File: config.mk
export PLATFORM = sky130hd
export DESIGN_NAME = cartridge_bank_mapper_irq_unit
export DESIGN_NICKNAME = d
export VERILOG_FILES = /design/src/rtl/cbm_pkg.sv /design/src/rtl/cbm_ctrl.sv /design/src/rtl/cbm_datapath.sv /design/src/rtl/cartridge_bank_mapper_irq_unit.sv
export SDC_FILE = /design/constraint.sdc
export NUM_CORES = 1
export LEC_CHECK = 0
export BUFFER_PORTS_ARGS = -buffer_cell sky130_fd_sc_hd__buf_4
export CAP_MARGIN = 5
export CORE_MARGIN = 2
export CORE_UTILIZATION = 50
export DETAILED_ROUTE_END_ITERATION = 12
export GPL_TIMING_DRIVEN = 1
export HOLD_SLACK_MARGIN = 0.05
export PLACE_DENSITY_LB_ADDON = 0.08
export SYNTH_ARGS = -nofsm -noshare
export SYNTH_HDL_FRONTEND = slang
export SYNTH_SLANG_ARGS = --single-unit
File: constraint.sdc
create_clock -name i_clk -period 4.01 [get_ports i_clk]
set_input_delay 0.2005 -clock i_clk [delete_from_list [all_inputs] [get_ports i_clk]]
set_output_delay 0.2005 -clock i_clk [all_outputs]
set_load 0.005 [all_outputs]
File: src/rtl/cbm_pkg.sv
package cbm_pkg;

    localparam int MEM_ADDR_BITS_DEF = 21;
    localparam int ADDR_FULL_BITS    = 24;

    localparam int BANK_BITS      = 8;
    localparam int COUNT_BITS     = 9;
    localparam int BITS_PER_STEP  = 2;
    localparam int DIV_STEPS      = BANK_BITS / BITS_PER_STEP;
    localparam int STEP_BITS      = $clog2(DIV_STEPS);

    localparam logic [2:0] CMD_CPU_WRITE = 3'd0;
    localparam logic [2:0] CMD_CPU_READ  = 3'd1;
    localparam logic [2:0] CMD_PPU_READ  = 3'd2;
    localparam logic [2:0] CMD_PPU_WRITE = 3'd3;
    localparam logic [2:0] CMD_TICK      = 3'd4;

    localparam logic [2:0] TGT_NONE    = 3'd0;
    localparam logic [2:0] TGT_PRG_ROM = 3'd1;
    localparam logic [2:0] TGT_PRG_RAM = 3'd2;
    localparam logic [2:0] TGT_CHR_ROM = 3'd3;
    localparam logic [2:0] TGT_CHR_RAM = 3'd4;

    localparam logic [3:0] MC_PRG_LOW  = 4'h8;
    localparam logic [3:0] MC_PRG_0    = 4'h9;
    localparam logic [3:0] MC_PRG_1    = 4'hA;
    localparam logic [3:0] MC_PRG_2    = 4'hB;
    localparam logic [3:0] MC_MIRROR   = 4'hC;
    localparam logic [3:0] MC_IRQ_CTRL = 4'hD;
    localparam logic [3:0] MC_CNT_LO   = 4'hE;
    localparam logic [3:0] MC_CNT_HI   = 4'hF;

    localparam logic [2:0] WIN_LOW     = 3'b011;
    localparam logic [2:0] WIN_LATCH   = 3'b100;
    localparam logic [2:0] WIN_EXEC    = 3'b101;
    localparam logic [2:0] WIN_FIXED   = 3'b111;

    localparam logic [1:0] REG_PRG_COUNT = 2'd0;
    localparam logic [1:0] REG_CHR_COUNT = 2'd1;
    localparam logic [1:0] REG_CHR_RAM   = 2'd2;
    localparam logic [1:0] REG_MIRROR    = 2'd3;

    localparam logic [COUNT_BITS-1:0] PRG_COUNT_RST = 9'd32;
    localparam logic [COUNT_BITS-1:0] CHR_COUNT_RST = 9'd256;

    typedef struct packed {
        logic load;
        logic div_step;
        logic load_out;
    } t_ctrl_cmd;

    typedef struct packed {
        logic needs_div;
    } t_dp_status;

endpackage

File: src/rtl/cbm_ctrl.sv
module cbm_ctrl (
    input  logic               i_clk,
    input  logic               i_rst_n,
    input  logic               i_in_valid,
    output logic               o_in_ready,
    output logic               o_out_valid,
    input  logic               i_out_ready,
    input  cbm_pkg::t_dp_status i_status,
    output cbm_pkg::t_ctrl_cmd  o_cmd
);

    localparam logic [1:0] S_IDLE = 2'd0;
    localparam logic [1:0] S_DIV  = 2'd1;
    localparam logic [1:0] S_OUT  = 2'd2;

    localparam logic [cbm_pkg::STEP_BITS-1:0] LAST_STEP =
        cbm_pkg::STEP_BITS'(cbm_pkg::DIV_STEPS - 1);

    logic [1:0]                   r_state, n_state;
    logic [cbm_pkg::STEP_BITS-1:0] r_step, n_step;
    logic                         r_out_valid, n_out_valid;

    always_comb begin
        n_state     = r_state;
        n_step      = r_step;
        o_cmd       = '0;
        o_in_ready  = 1'b0;
        case (r_state)
            S_IDLE: begin
                o_in_ready = 1'b1;
                if (i_in_valid) begin
                    o_cmd.load = 1'b1;
                    n_step     = '0;
                    n_state    = i_status.needs_div ? S_DIV : S_OUT;
                end
            end
            S_DIV: begin
                o_cmd.div_step = 1'b1;
                n_step         = r_step + 1'b1;
                if (r_step == LAST_STEP) begin
                    n_state = S_OUT;
                end
            end
            S_OUT: begin
                if (!r_out_valid || i_out_ready) begin
                    o_cmd.load_out = 1'b1;
                    n_state        = S_IDLE;
                end
            end
            default: begin
                n_state = S_IDLE;
            end
        endcase
        n_out_valid = r_out_valid;
        if (o_cmd.load_out) begin
            n_out_valid = 1'b1;
        end else if (i_out_ready) begin
            n_out_valid = 1'b0;
        end
    end

    always_ff @(posedge i_clk) begin
        if (!i_rst_n) begin
            r_state     <= S_IDLE;
            r_step      <= '0;
            r_out_valid <= 1'b0;
        end else begin
            r_state     <= n_state;
            r_step      <= n_step;
            r_out_valid <= n_out_valid;
        end
    end

    assign o_out_valid = r_out_valid;

endmodule

File: src/rtl/cbm_datapath.sv
module cbm_datapath #(
    parameter int MEM_ADDR_BITS = cbm_pkg::MEM_ADDR_BITS_DEF
) (
    input  logic                      i_clk,
    input  logic                      i_rst_n,
    input  cbm_pkg::t_ctrl_cmd        i_cmd,
    output cbm_pkg::t_dp_status       o_status,
    input  logic [2:0]                i_command,
    input  logic [15:0]               i_address,
    input  logic [7:0]                i_data_in,
    input  logic                      i_cfg_valid,
    input  logic [1:0]                i_cfg_index,
    input  logic [8:0]                i_cfg_data,
    output logic [2:0]                o_target,
    output logic [MEM_ADDR_BITS-1:0]  o_mem_addr,
    output logic                      o_mem_write,
    output logic [7:0]                o_write_data,
    output logic                      o_irq,
    output logic [1:0]                o_mirroring
);

    localparam int BB = cbm_pkg::BANK_BITS;
    localparam int CB = cbm_pkg::COUNT_BITS;

    function automatic logic [CB-1:0] rem_step(input logic [CB-1:0] rem,
                                               input logic          b,
                                               input logic [CB-1:0] dsr);
        logic [CB:0] t;
        logic [CB:0] d;
        t = {rem, b};
        d = {1'b0, dsr};
        if (t >= d) begin
            rem_step = CB'(t - d);
        end else begin
            rem_step = t[CB-1:0];
        end
    endfunction

    logic [CB-1:0] r_prg_count, n_prg_count;
    logic [CB-1:0] r_chr_count, n_chr_count;
    logic          r_chr_ram, n_chr_ram;
    logic [1:0]    r_init_mirror, n_init_mirror;

    logic [3:0]    r_latch, n_latch;
    logic [7:0]    r_chr_bank [8];
    logic [7:0]    n_chr_bank [8];
    logic [5:0]    r_prg_bank [4];
    logic [5:0]    n_prg_bank [4];
    logic          r_low_ram, n_low_ram;
    logic [1:0]    r_mirror, n_mirror;
    logic          r_cnt_en, n_cnt_en;
    logic          r_irq_en, n_irq_en;
    logic          r_irq_pend, n_irq_pend;
    logic [15:0]   r_counter, n_counter;

    logic [2:0]    r_target;
    logic          r_wr;
    logic [7:0]    r_wdata;
    logic [12:0]   r_off;
    logic [CB-1:0] r_rem;
    logic [BB-1:0] r_dvd;
    logic [CB-1:0] r_dsr;

    logic [2:0]    dec_target;
    logic          dec_wr;
    logic          dec_div;
    logic [BB-1:0] dec_dvd;
    logic [CB-1:0] dec_dsr;
    logic [CB-1:0] dec_bank;
    logic [2:0]    win;
    logic [12:0]   off;

    logic [CB-1:0] rem_mid;
    logic [CB-1:0] rem_end;
    logic [cbm_pkg::ADDR_FULL_BITS-1:0] full_addr;

    assign win = i_address[15:13];
    assign off = i_address[12:0];

    always_comb begin
        n_prg_count   = r_prg_count;
        n_chr_count   = r_chr_count;
        n_chr_ram     = r_chr_ram;
        n_init_mirror = r_init_mirror;
        n_latch       = r_latch;
        n_chr_bank    = r_chr_bank;
        n_prg_bank    = r_prg_bank;
        n_low_ram     = r_low_ram;
        n_mirror      = r_mirror;
        n_cnt_en      = r_cnt_en;
        n_irq_en      = r_irq_en;
        n_irq_pend    = r_irq_pend;
        n_counter     = r_counter;

        dec_target = cbm_pkg::TGT_NONE;
        dec_wr     = 1'b0;
        dec_div    = 1'b0;
        dec_dvd    = '0;
        dec_dsr    = r_prg_count;
        dec_bank   = '0;

        case (i_command)
            cbm_pkg::CMD_CPU_WRITE: begin
                if (win == cbm_pkg::WIN_LOW && r_low_ram) begin
                    dec_target = cbm_pkg::TGT_PRG_RAM;
                    dec_wr     = 1'b1;
                end
            end
            cbm_pkg::CMD_CPU_READ: begin
                if (win == cbm_pkg::WIN_LOW && r_low_ram) begin
                    dec_target = cbm_pkg::TGT_PRG_RAM;
                end else if (win >= cbm_pkg::WIN_LOW && r_prg_count != '0) begin
                    dec_target = cbm_pkg::TGT_PRG_ROM;
                    if (win == cbm_pkg::WIN_FIXED) begin
                        dec_bank = r_prg_count - 1'b1;
                    end else if (win == cbm_pkg::WIN_LOW) begin
                        dec_div = 1'b1;
                        dec_dvd = BB'(r_prg_bank[3]);
                    end else begin
                        dec_div = 1'b1;
                        dec_dvd = BB'(r_prg_bank[i_address[14:13]]);
                    end
                end
            end
            cbm_pkg::CMD_PPU_READ, cbm_pkg::CMD_PPU_WRITE: begin
                if (r_chr_ram) begin
                    dec_target = cbm_pkg::TGT_CHR_RAM;
                    dec_wr     = (i_command == cbm_pkg::CMD_PPU_WRITE);
                end else if (i_command == cbm_pkg::CMD_PPU_READ && r_chr_count != '0) begin
                    dec_target = cbm_pkg::TGT_CHR_ROM;
                    dec_div    = 1'b1;
                    dec_dvd    = r_chr_bank[off[12:10]];
                    dec_dsr    = r_chr_count;
                end
            end
            default: begin
            end
        endcase

        if (i_cmd.load) begin
            if (i_command == cbm_pkg::CMD_CPU_WRITE && win == cbm_pkg::WIN_LATCH) begin
                n_latch = i_data_in[3:0];
            end
            if (i_command == cbm_pkg::CMD_CPU_WRITE && win == cbm_pkg::WIN_EXEC) begin
                case (r_latch)
                    cbm_pkg::MC_PRG_LOW: begin
                        n_low_ram     = i_data_in[6];
                        n_prg_bank[3] = i_data_in[5:0];
                    end
                    cbm_pkg::MC_PRG_0: n_prg_bank[0] = i_data_in[5:0];
                    cbm_pkg::MC_PRG_1: n_prg_bank[1] = i_data_in[5:0];
                    cbm_pkg::MC_PRG_2: n_prg_bank[2] = i_data_in[5:0];
                    cbm_pkg::MC_MIRROR: begin
                        n_mirror = {i_data_in[1], i_data_in[1] ? i_data_in[0] : ~i_data_in[0]};
                    end
                    cbm_pkg::MC_IRQ_CTRL: begin
                        n_cnt_en = i_data_in[7];
                        n_irq_en = i_data_in[0];
                        if (!i_data_in[0]) begin
                            n_irq_pend = 1'b0;
                        end
                    end
                    cbm_pkg::MC_CNT_LO: n_counter[7:0]  = i_data_in;
                    cbm_pkg::MC_CNT_HI: n_counter[15:8] = i_data_in;
                    default: n_chr_bank[r_latch[2:0]] = i_data_in;
                endcase
            end
            if (i_command == cbm_pkg::CMD_TICK && r_cnt_en) begin
                if (r_counter == '0) begin
                    n_counter = '1;
                    if (r_irq_en) begin
                        n_irq_pend = 1'b1;
                    end
                end else begin
                    n_counter = r_counter - 1'b1;
                end
            end
        end

        if (i_cfg_valid) begin
            case (i_cfg_index)
                cbm_pkg::REG_PRG_COUNT: n_prg_count = i_cfg_data;
                cbm_pkg::REG_CHR_COUNT: n_chr_count = i_cfg_data;
                cbm_pkg::REG_CHR_RAM:   n_chr_ram   = i_cfg_data[0];
                cbm_pkg::REG_MIRROR: begin
                    n_init_mirror = i_cfg_data[1:0];
                    n_mirror      = i_cfg_data[1:0];
                end
                default: begin
                end
            endcase
        end
    end

    assign o_status.needs_div = dec_div;

    assign rem_mid = rem_step(r_rem, r_dvd[BB-1], r_dsr);
    assign rem_end = rem_step(rem_mid, r_dvd[BB-2], r_dsr);

    always_ff @(posedge i_clk) begin
        if (!i_rst_n) begin
            r_prg_count   <= cbm_pkg::PRG_COUNT_RST;
            r_chr_count   <= cbm_pkg::CHR_COUNT_RST;
            r_chr_ram     <= 1'b0;
            r_init_mirror <= 2'd0;
            r_latch       <= '0;
            r_chr_bank    <= '{default: '0};
            r_prg_bank    <= '{default: '0};
            r_low_ram     <= 1'b0;
            r_mirror      <= 2'd0;
            r_cnt_en      <= 1'b0;
            r_irq_en      <= 1'b0;
            r_irq_pend    <= 1'b0;
            r_counter     <= '0;
        end else begin
            r_prg_count   <= n_prg_count;
            r_chr_count   <= n_chr_count;
            r_chr_ram     <= n_chr_ram;
            r_init_mirror <= n_init_mirror;
            r_latch       <= n_latch;
            r_chr_bank    <= n_chr_bank;
            r_prg_bank    <= n_prg_bank;
            r_low_ram     <= n_low_ram;
            r_mirror      <= n_mirror;
            r_cnt_en      <= n_cnt_en;
            r_irq_en      <= n_irq_en;
            r_irq_pend    <= n_irq_pend;
            r_counter     <= n_counter;
        end
    end

    always_ff @(posedge i_clk) begin
        if (i_cmd.load) begin
            r_target <= dec_target;
            r_wr     <= dec_wr;
            r_wdata  <= dec_wr ? i_data_in : 8'd0;
            r_off    <= off;
            r_rem    <= dec_bank;
            r_dvd    <= dec_dvd;
            r_dsr    <= dec_dsr;
        end else if (i_cmd.div_step) begin
            r_rem    <= rem_end;
            r_dvd    <= {r_dvd[BB-3:0], 2'b00};
        end
    end

    always_comb begin
        case (r_target)
            cbm_pkg::TGT_PRG_ROM:
                full_addr = cbm_pkg::ADDR_FULL_BITS'({r_rem, r_off});
            cbm_pkg::TGT_CHR_ROM:
                full_addr = cbm_pkg::ADDR_FULL_BITS'({r_rem[BB-1:0], r_off[9:0]});
            cbm_pkg::TGT_PRG_RAM, cbm_pkg::TGT_CHR_RAM:
                full_addr = cbm_pkg::ADDR_FULL_BITS'(r_off);
            default:
                full_addr = '0;
        endcase
    end

    always_ff @(posedge i_clk) begin
        if (i_cmd.load_out) begin
            o_target     <= r_target;
            o_mem_addr   <= full_addr[MEM_ADDR_BITS-1:0];
            o_mem_write  <= r_wr;
            o_write_data <= r_wdata;
            o_irq        <= r_irq_pend;
            o_mirroring  <= r_mirror;
        end
    end

endmodule

File: src/rtl/cartridge_bank_mapper_irq_unit.sv
// Cartridge bank mapper with interrupt counter.
// Input channel (i_in_valid / o_in_ready) carries one bus item: cpu write,
// cpu read, ppu read, ppu write or cpu clock tick, with address and data.
// Output channel (o_out_valid / i_out_ready) returns one result per item:
// memory target, physical address, write strobe and data, interrupt level
// and mirroring after that item.
// Configuration channel (i_cfg_valid / o_cfg_ready, always ready) sets the
// bank counts, character RAM mode and initial mirroring; write it only
// while no item is in flight.
// Items with no bank reduction (including reads of the fixed $E000 window)
// pass from the item registers loaded at acceptance straight into the
// output register; reads through a switchable ROM bank first have the
// bank number reduced modulo the bank count by a shared remainder unit
// taking 2 bits per cycle. One item is in flight at a time; the next is
// accepted as soon as the previous result sits in the output register.
// Reset clears all bank, command and counter state and loads the default
// configuration. When the receiver stalls the result holds in the output
// register and the block stops accepting after one more item.
module cartridge_bank_mapper_irq_unit #(
    parameter int MEM_ADDR_BITS = cbm_pkg::MEM_ADDR_BITS_DEF
) (
    input  logic                     i_clk,
    input  logic                     i_rst_n,
    input  logic                     i_in_valid,
    output logic                     o_in_ready,
    input  logic [2:0]               i_command,
    input  logic [15:0]              i_address,
    input  logic [7:0]               i_data_in,
    output logic                     o_out_valid,
    input  logic                     i_out_ready,
    output logic [2:0]               o_target,
    output logic [MEM_ADDR_BITS-1:0] o_mem_addr,
    output logic                     o_mem_write,
    output logic [7:0]               o_write_data,
    output logic                     o_irq,
    output logic [1:0]               o_mirroring,
    input  logic                     i_cfg_valid,
    output logic                     o_cfg_ready,
    input  logic [1:0]               i_cfg_index,
    input  logic [8:0]               i_cfg_data
);

    cbm_pkg::t_ctrl_cmd  cmd;
    cbm_pkg::t_dp_status status;

    assign o_cfg_ready = 1'b1;

    cbm_ctrl u_ctrl (
        .i_clk       (i_clk),
        .i_rst_n     (i_rst_n),
        .i_in_valid  (i_in_valid),
        .o_in_ready  (o_in_ready),
        .o_out_valid (o_out_valid),
        .i_out_ready (i_out_ready),
        .i_status    (status),
        .o_cmd       (cmd)
    );

    cbm_datapath #(
        .MEM_ADDR_BITS (MEM_ADDR_BITS)
    ) u_datapath (
        .i_clk        (i_clk),
        .i_rst_n      (i_rst_n),
        .i_cmd        (cmd),
        .o_status     (status),
        .i_command    (i_command),
        .i_address    (i_address),
        .i_data_in    (i_data_in),
        .i_cfg_valid  (i_cfg_valid),
        .i_cfg_index  (i_cfg_index),
        .i_cfg_data   (i_cfg_data),
        .o_target     (o_target),
        .o_mem_addr   (o_mem_addr),
        .o_mem_write  (o_mem_write),
        .o_write_data (o_write_data),
        .o_irq        (o_irq),
        .o_mirroring  (o_mirroring)
    );

endmodule

==> results list <==
* Run status: finished with violations
* Failing checks: negative setup slack
* Core outline area: 21,800 um^2
- The detailed router finished its first iteration with 406 violations.
- Antenna violations before repair: 0
* Die height: 152 um
* Share of total power in the clock network: 0.296
- Data required time of the worst path: 4370 ps
* Fill cell total of the finished layout: 1,809
* Synthesis-to-layout area growth: 20.0%
- Among all flip-flop cells after synthesis, the most frequent one is sky130_fd_sc_hd__dfxtp_1.
- Of the total power, the share spent switching nets is 0.296.
- Dominant cell type by area after synthesis: sky130_fd_sc_hd__dfxtp_1
* Post-Syn Area per Cell: 11.0 um^2
* Flops & latches, synth: 225
- MaxCap Viol Count: 0
- P_int: 5.13 mW
- Across the routed clock network, the largest skew measured is 17.1 ps.
* Flop pwr share: 0.359
- Die boundary width: 152 um
- The first TritonRoute pass finished after 4 iterations.
* Worst reg-to-reg path cell count: 18
- Net Count, Synth: 1,069
* Final routed wire length divided by cell count: 18.5 um
* Endpoint of the worst-slack reg-to-reg timing path: u_datapath.r_rem[0]
- Post-synth ARST share: 0
- After synthesis, the netlist uses 64 different library cells.
- Entering global routing, the biggest net connects 82 pins.
- Post-layout power: 7.29 mW
* Total DRC errors in the routed layout: 0
- Final antenna-violating net count: 0
- Min cycle time layout: 4020 ps
* Post-DP HPWL: 17,300 um
- The die covers 23,200 um^2.
- In this run the power spent charging and discharging nets is 2.16 mW.
- In this run the critical register-to-register path is launched from u_datapath.r_dvd[7].
- The initial utilization of the core area, before any placement, comes to 0.506.
- Clock Tree Buf Depth: 3
- The commonest cells after synthesis are sky130_fd_sc_hd__dfxtp_1, sky130_fd_sc_hd__mux2i_1, sky130_fd_sc_hd__nor2b_1.
- CTS buffer count: 25
- Diodes inserted: 0
- The worst setup path is captured at a register.
* Cell Area, Placed: 12,000 um^2
- Global-route wire length before repair: 40,800 um
- Detailed routing inserted a total of 7,799 vias.
* Most numerous cell in the Yosys netlist: sky130_fd_sc_hd__dfxtp_1
* Total clock sinks: 225
- Setup slack, reg-to-reg: -10 ps
* Synthesized cell area: 11,000 um^2
- CP Launch Type: register
- During placement, the flow inserted port buffers numbering 80.
- For this run, the total global-route usage over all layers was measured as 0.216.
- Data arrives at the worst endpoint at 4380 ps.
* Worst slew margin relative to its limit: 0.261
- Setup violations remaining at the end of the flow were counted as 2.
- Once routing completed, OpenROAD measured the worst setup slack at -11.2 ps.
- Classification of the worst-slack hold path: in -> reg
* Max VDD drop: 331 uV
- Ratio of cells with drive above 1 in the final layout: 0.216
- H-tree Lvls: 1
* Leading cell types by total area after synthesis: sky130_fd_sc_hd__dfxtp_1, sky130_fd_sc_hd__edfxtp_1, sky130_fd_sc_hd__mux2i_1, sky130_fd_sc_hd__nor2b_1, sky130_fd_sc_hd__mux4_2
- Combinational fraction of design power: 0.345
* Yosys warnings: 0
- Setup repair after global routing missed its margin: yes
* Max Clk Rate: 0.249 GHz
- In this run the static leakage power is 4.77 nW.
- Share of the clock period used by the worst path: 1.00
- Remaining global-route overflow: 0
- In this run the count of I/O pins placed on the die edge is 82.
- Clock Latency Late Sink: 520 ps
* Row cnt: 54
* Syn Inst Count: 1,002
- Total non-filler cell area in the finished layout: 13,200 um^2
* Worst min-delay path startpoint: i_cfg_index[1]
- Hold Path Cell Cnt: 3
* Clock transition at the register clock pins on the worst setup and hold paths after CTS: 60 ps
- For this block, the routed nets add up to 26,000 um of wire.
- The number of global-route vias before repair was 7,558.
- Final Hold Viols: 0
* Max-slew violation count: 0
- The critical path in this run is classified as reg -> reg.
- Using the TritonRoute via totals, the vias-per-cell ratio works out to 5.55.
- Post-synth top area share: 0.251
* Final weighted congestion in routability-driven placement: 0.896
- WHS Endpoint: u_datapath.r_mirror[1]
- Root Driver: sky130_fd_sc_hd__clkbuf_16
* Slew at the pin closest to its max-slew limit: 1110 ps
- The synthesized design contains 87 enable-type register cells.
* CTS tree: done
- Dividing total power by cell area gives a power density of 551 nW/um^2.
* Worst-path fanout max: 5
* Sequential-to-total area share from yosys stat: 0.488
* Nets: 1,175
power by group through the flow:
stage / Combinational (mW) / Clock [mW] / Sequential (mW)
after floorplan: 1.40 / 0 / 2.64
after global placement: 2.03 / 0 / 2.66
after detailed placement: 2.07 / 0 / 2.67
after CTS: 2.21 / 2.21 / 2.62
after global routing: 2.69 / 2.30 / 2.63
final: 2.51 / 2.16 / 2.62
per-stage QoR:
stage	setup slack (ps)	TNS [ps]	std cells	hold WS (ps)	utilization
final	-11.2	-12.9	1406	71.5	0.608
after global routing	-183	-979	1406	65.4	0.608
after CTS	17.6	0	1403	51.5	0.600
after detailed placement	-139	-945	1333	380	0.551
after global placement	7.01	0	1333	379	0.551
after floorplan	62.3	0	1002	299	-
layout by cell type (no fill, tap or decap), types with 10 or more instances in the layout:
cell type,instances
sky130_fd_sc_hd__nor2b_1,111
sky130_fd_sc_hd__mux2_2,19
sky130_fd_sc_hd__and2_1,19
sky130_fd_sc_hd__mux4_2,22
sky130_fd_sc_hd__ha_1,14
sky130_fd_sc_hd__o21ai_0,44
sky130_fd_sc_hd__nor2_1,47
sky130_fd_sc_hd__dfxtp_1,138
sky130_fd_sc_hd__mux2i_1,115
sky130_fd_sc_hd__dlygate4sd3_1,23
sky130_fd_sc_hd__xnor2_1,10
sky130_fd_sc_hd__edfxtp_1,87
sky130_fd_sc_hd__nand2_1,55
sky130_fd_sc_hd__buf_4,111
sky130_fd_sc_hd__a21oi_1,26
sky130_fd_sc_hd__nor3_1,11
sky130_fd_sc_hd__inv_1,22
sky130_fd_sc_hd__a21boi_0,20
sky130_fd_sc_hd__clkbuf_16,25
sky130_fd_sc_hd__nand3_1,13
state kept, by name, summed over array words and instances, names as in the netlist, 2 cells and up:
| register | count |
|---|---|
| u_datapath.r_latch | 4 |
| u_datapath.r_mirror | 2 |
| u_datapath.r_counter | 16 |
| u_ctrl.r_step | 2 |
| u_datapath.r_rem | 9 |
| u_datapath.r_prg_bank | 24 |
| u_datapath.r_wdata | 8 |
| u_datapath.r_target | 3 |
| u_datapath.r_off | 13 |
| u_datapath.o_target | 3 |
| u_ctrl.r_state | 2 |
| u_datapath.o_write_data | 8 |
| u_datapath.r_prg_count | 9 |
| u_datapath.r_dvd | 8 |
| u_datapath.r_chr_bank | 64 |
| u_datapath.o_mem_addr | 21 |
| u_datapath.r_chr_count | 9 |
| u_datapath.r_dsr | 9 |
| u_datapath.o_mirroring | 2 |
area by class of cell:
class	instances	area, um^2	share of cell area
clock buffers	36	697	0.0527
clock inverters	9	76.3	0.00577
inverters	25	93.8	0.00710
multi-input cells	694	5530	0.418
flip-flops and latches	225	5380	0.407
well taps	280	350	0.0265
repair buffers	137	1100	0.0830
layer usage:
layer	global-route usage	wire, um	vias up
met3	0.0290	1030	33
met4	0.0520	463	0
met1	0.308	12300	3759
li1	-	-	3844
met5	0	0	-
met2	0.353	12200	163
logic make-up after synthesis:
| family | count (synthesis) | share of synthesized area |
|---|---|---|
| XOR/XNOR | 19 | 0.0151 |
| adder cells (fa/ha/maj) | 24 | 0.0286 |
| other | 1 | 0.000340 |
| multiplexers | 163 | 0.176 |
| AND/OR/NAND/NOR | 320 | 0.163 |
| AO/OA/AOI/OAI | 167 | 0.0984 |
| flip-flops | 225 | 0.488 |
| buffers and inverters | 83 | 0.0303 |
worst max-delay path, cell delays in order (launching register included):
cell and delay (ps):
sky130_fd_sc_hd__edfxtp_1 370, sky130_fd_sc_hd__inv_2 80, sky130_fd_sc_hd__ha_4 130, sky130_fd_sc_hd__inv_2 40
sky130_fd_sc_hd__fa_2 410, sky130_fd_sc_hd__a211oi_4 260, sky130_fd_sc_hd__o211ai_1 180, sky130_fd_sc_hd__a31oi_4 350
sky130_fd_sc_hd__buf_6 170, sky130_fd_sc_hd__buf_4 100, sky130_fd_sc_hd__mux2_2 360, sky130_fd_sc_hd__ha_4 290
sky130_fd_sc_hd__nand4_1 120, sky130_fd_sc_hd__nor2_2 130, sky130_fd_sc_hd__a21oi_2 70, sky130_fd_sc_hd__o311ai_2 100
sky130_fd_sc_hd__buf_4 230, sky130_fd_sc_hd__mux2_2 340, sky130_fd_sc_hd__o22ai_1 120
worst max path at each step:
stage	endpoint	slack, ps	start
6_report	u_datapath.r_rem[0]	-10	u_datapath.r_dvd[7]
5_1_grt	u_datapath.r_rem[1]	-180	u_datapath.r_dvd[7]
4_1_cts	u_datapath.r_rem[8]	20	u_datapath.r_dvd[7]
3_5_place_dp	u_datapath.r_rem[0]	-140	u_datapath.r_dvd[7]
3_3_place_gp	u_datapath.r_rem[0]	7	u_datapath.r_dvd[7]
2_1_floorplan	u_datapath.r_rem[8]	60	u_datapath.r_dvd[7]
repair_timing:
| item | 4_1_cts | 5_1_grt |
|---|---|---|
| gates resized for setup | 12 | 25 |
| setup endpoints to repair | 9 | 9 |
| buffers inserted | 2 | 3 |
| pin swaps | 6 | 15 |
| endpoints found under the hold margin | 35 | 0 |
| hold buffers | 23 | 0 |
Note: power is estimated with default switching activity, not from simulation.
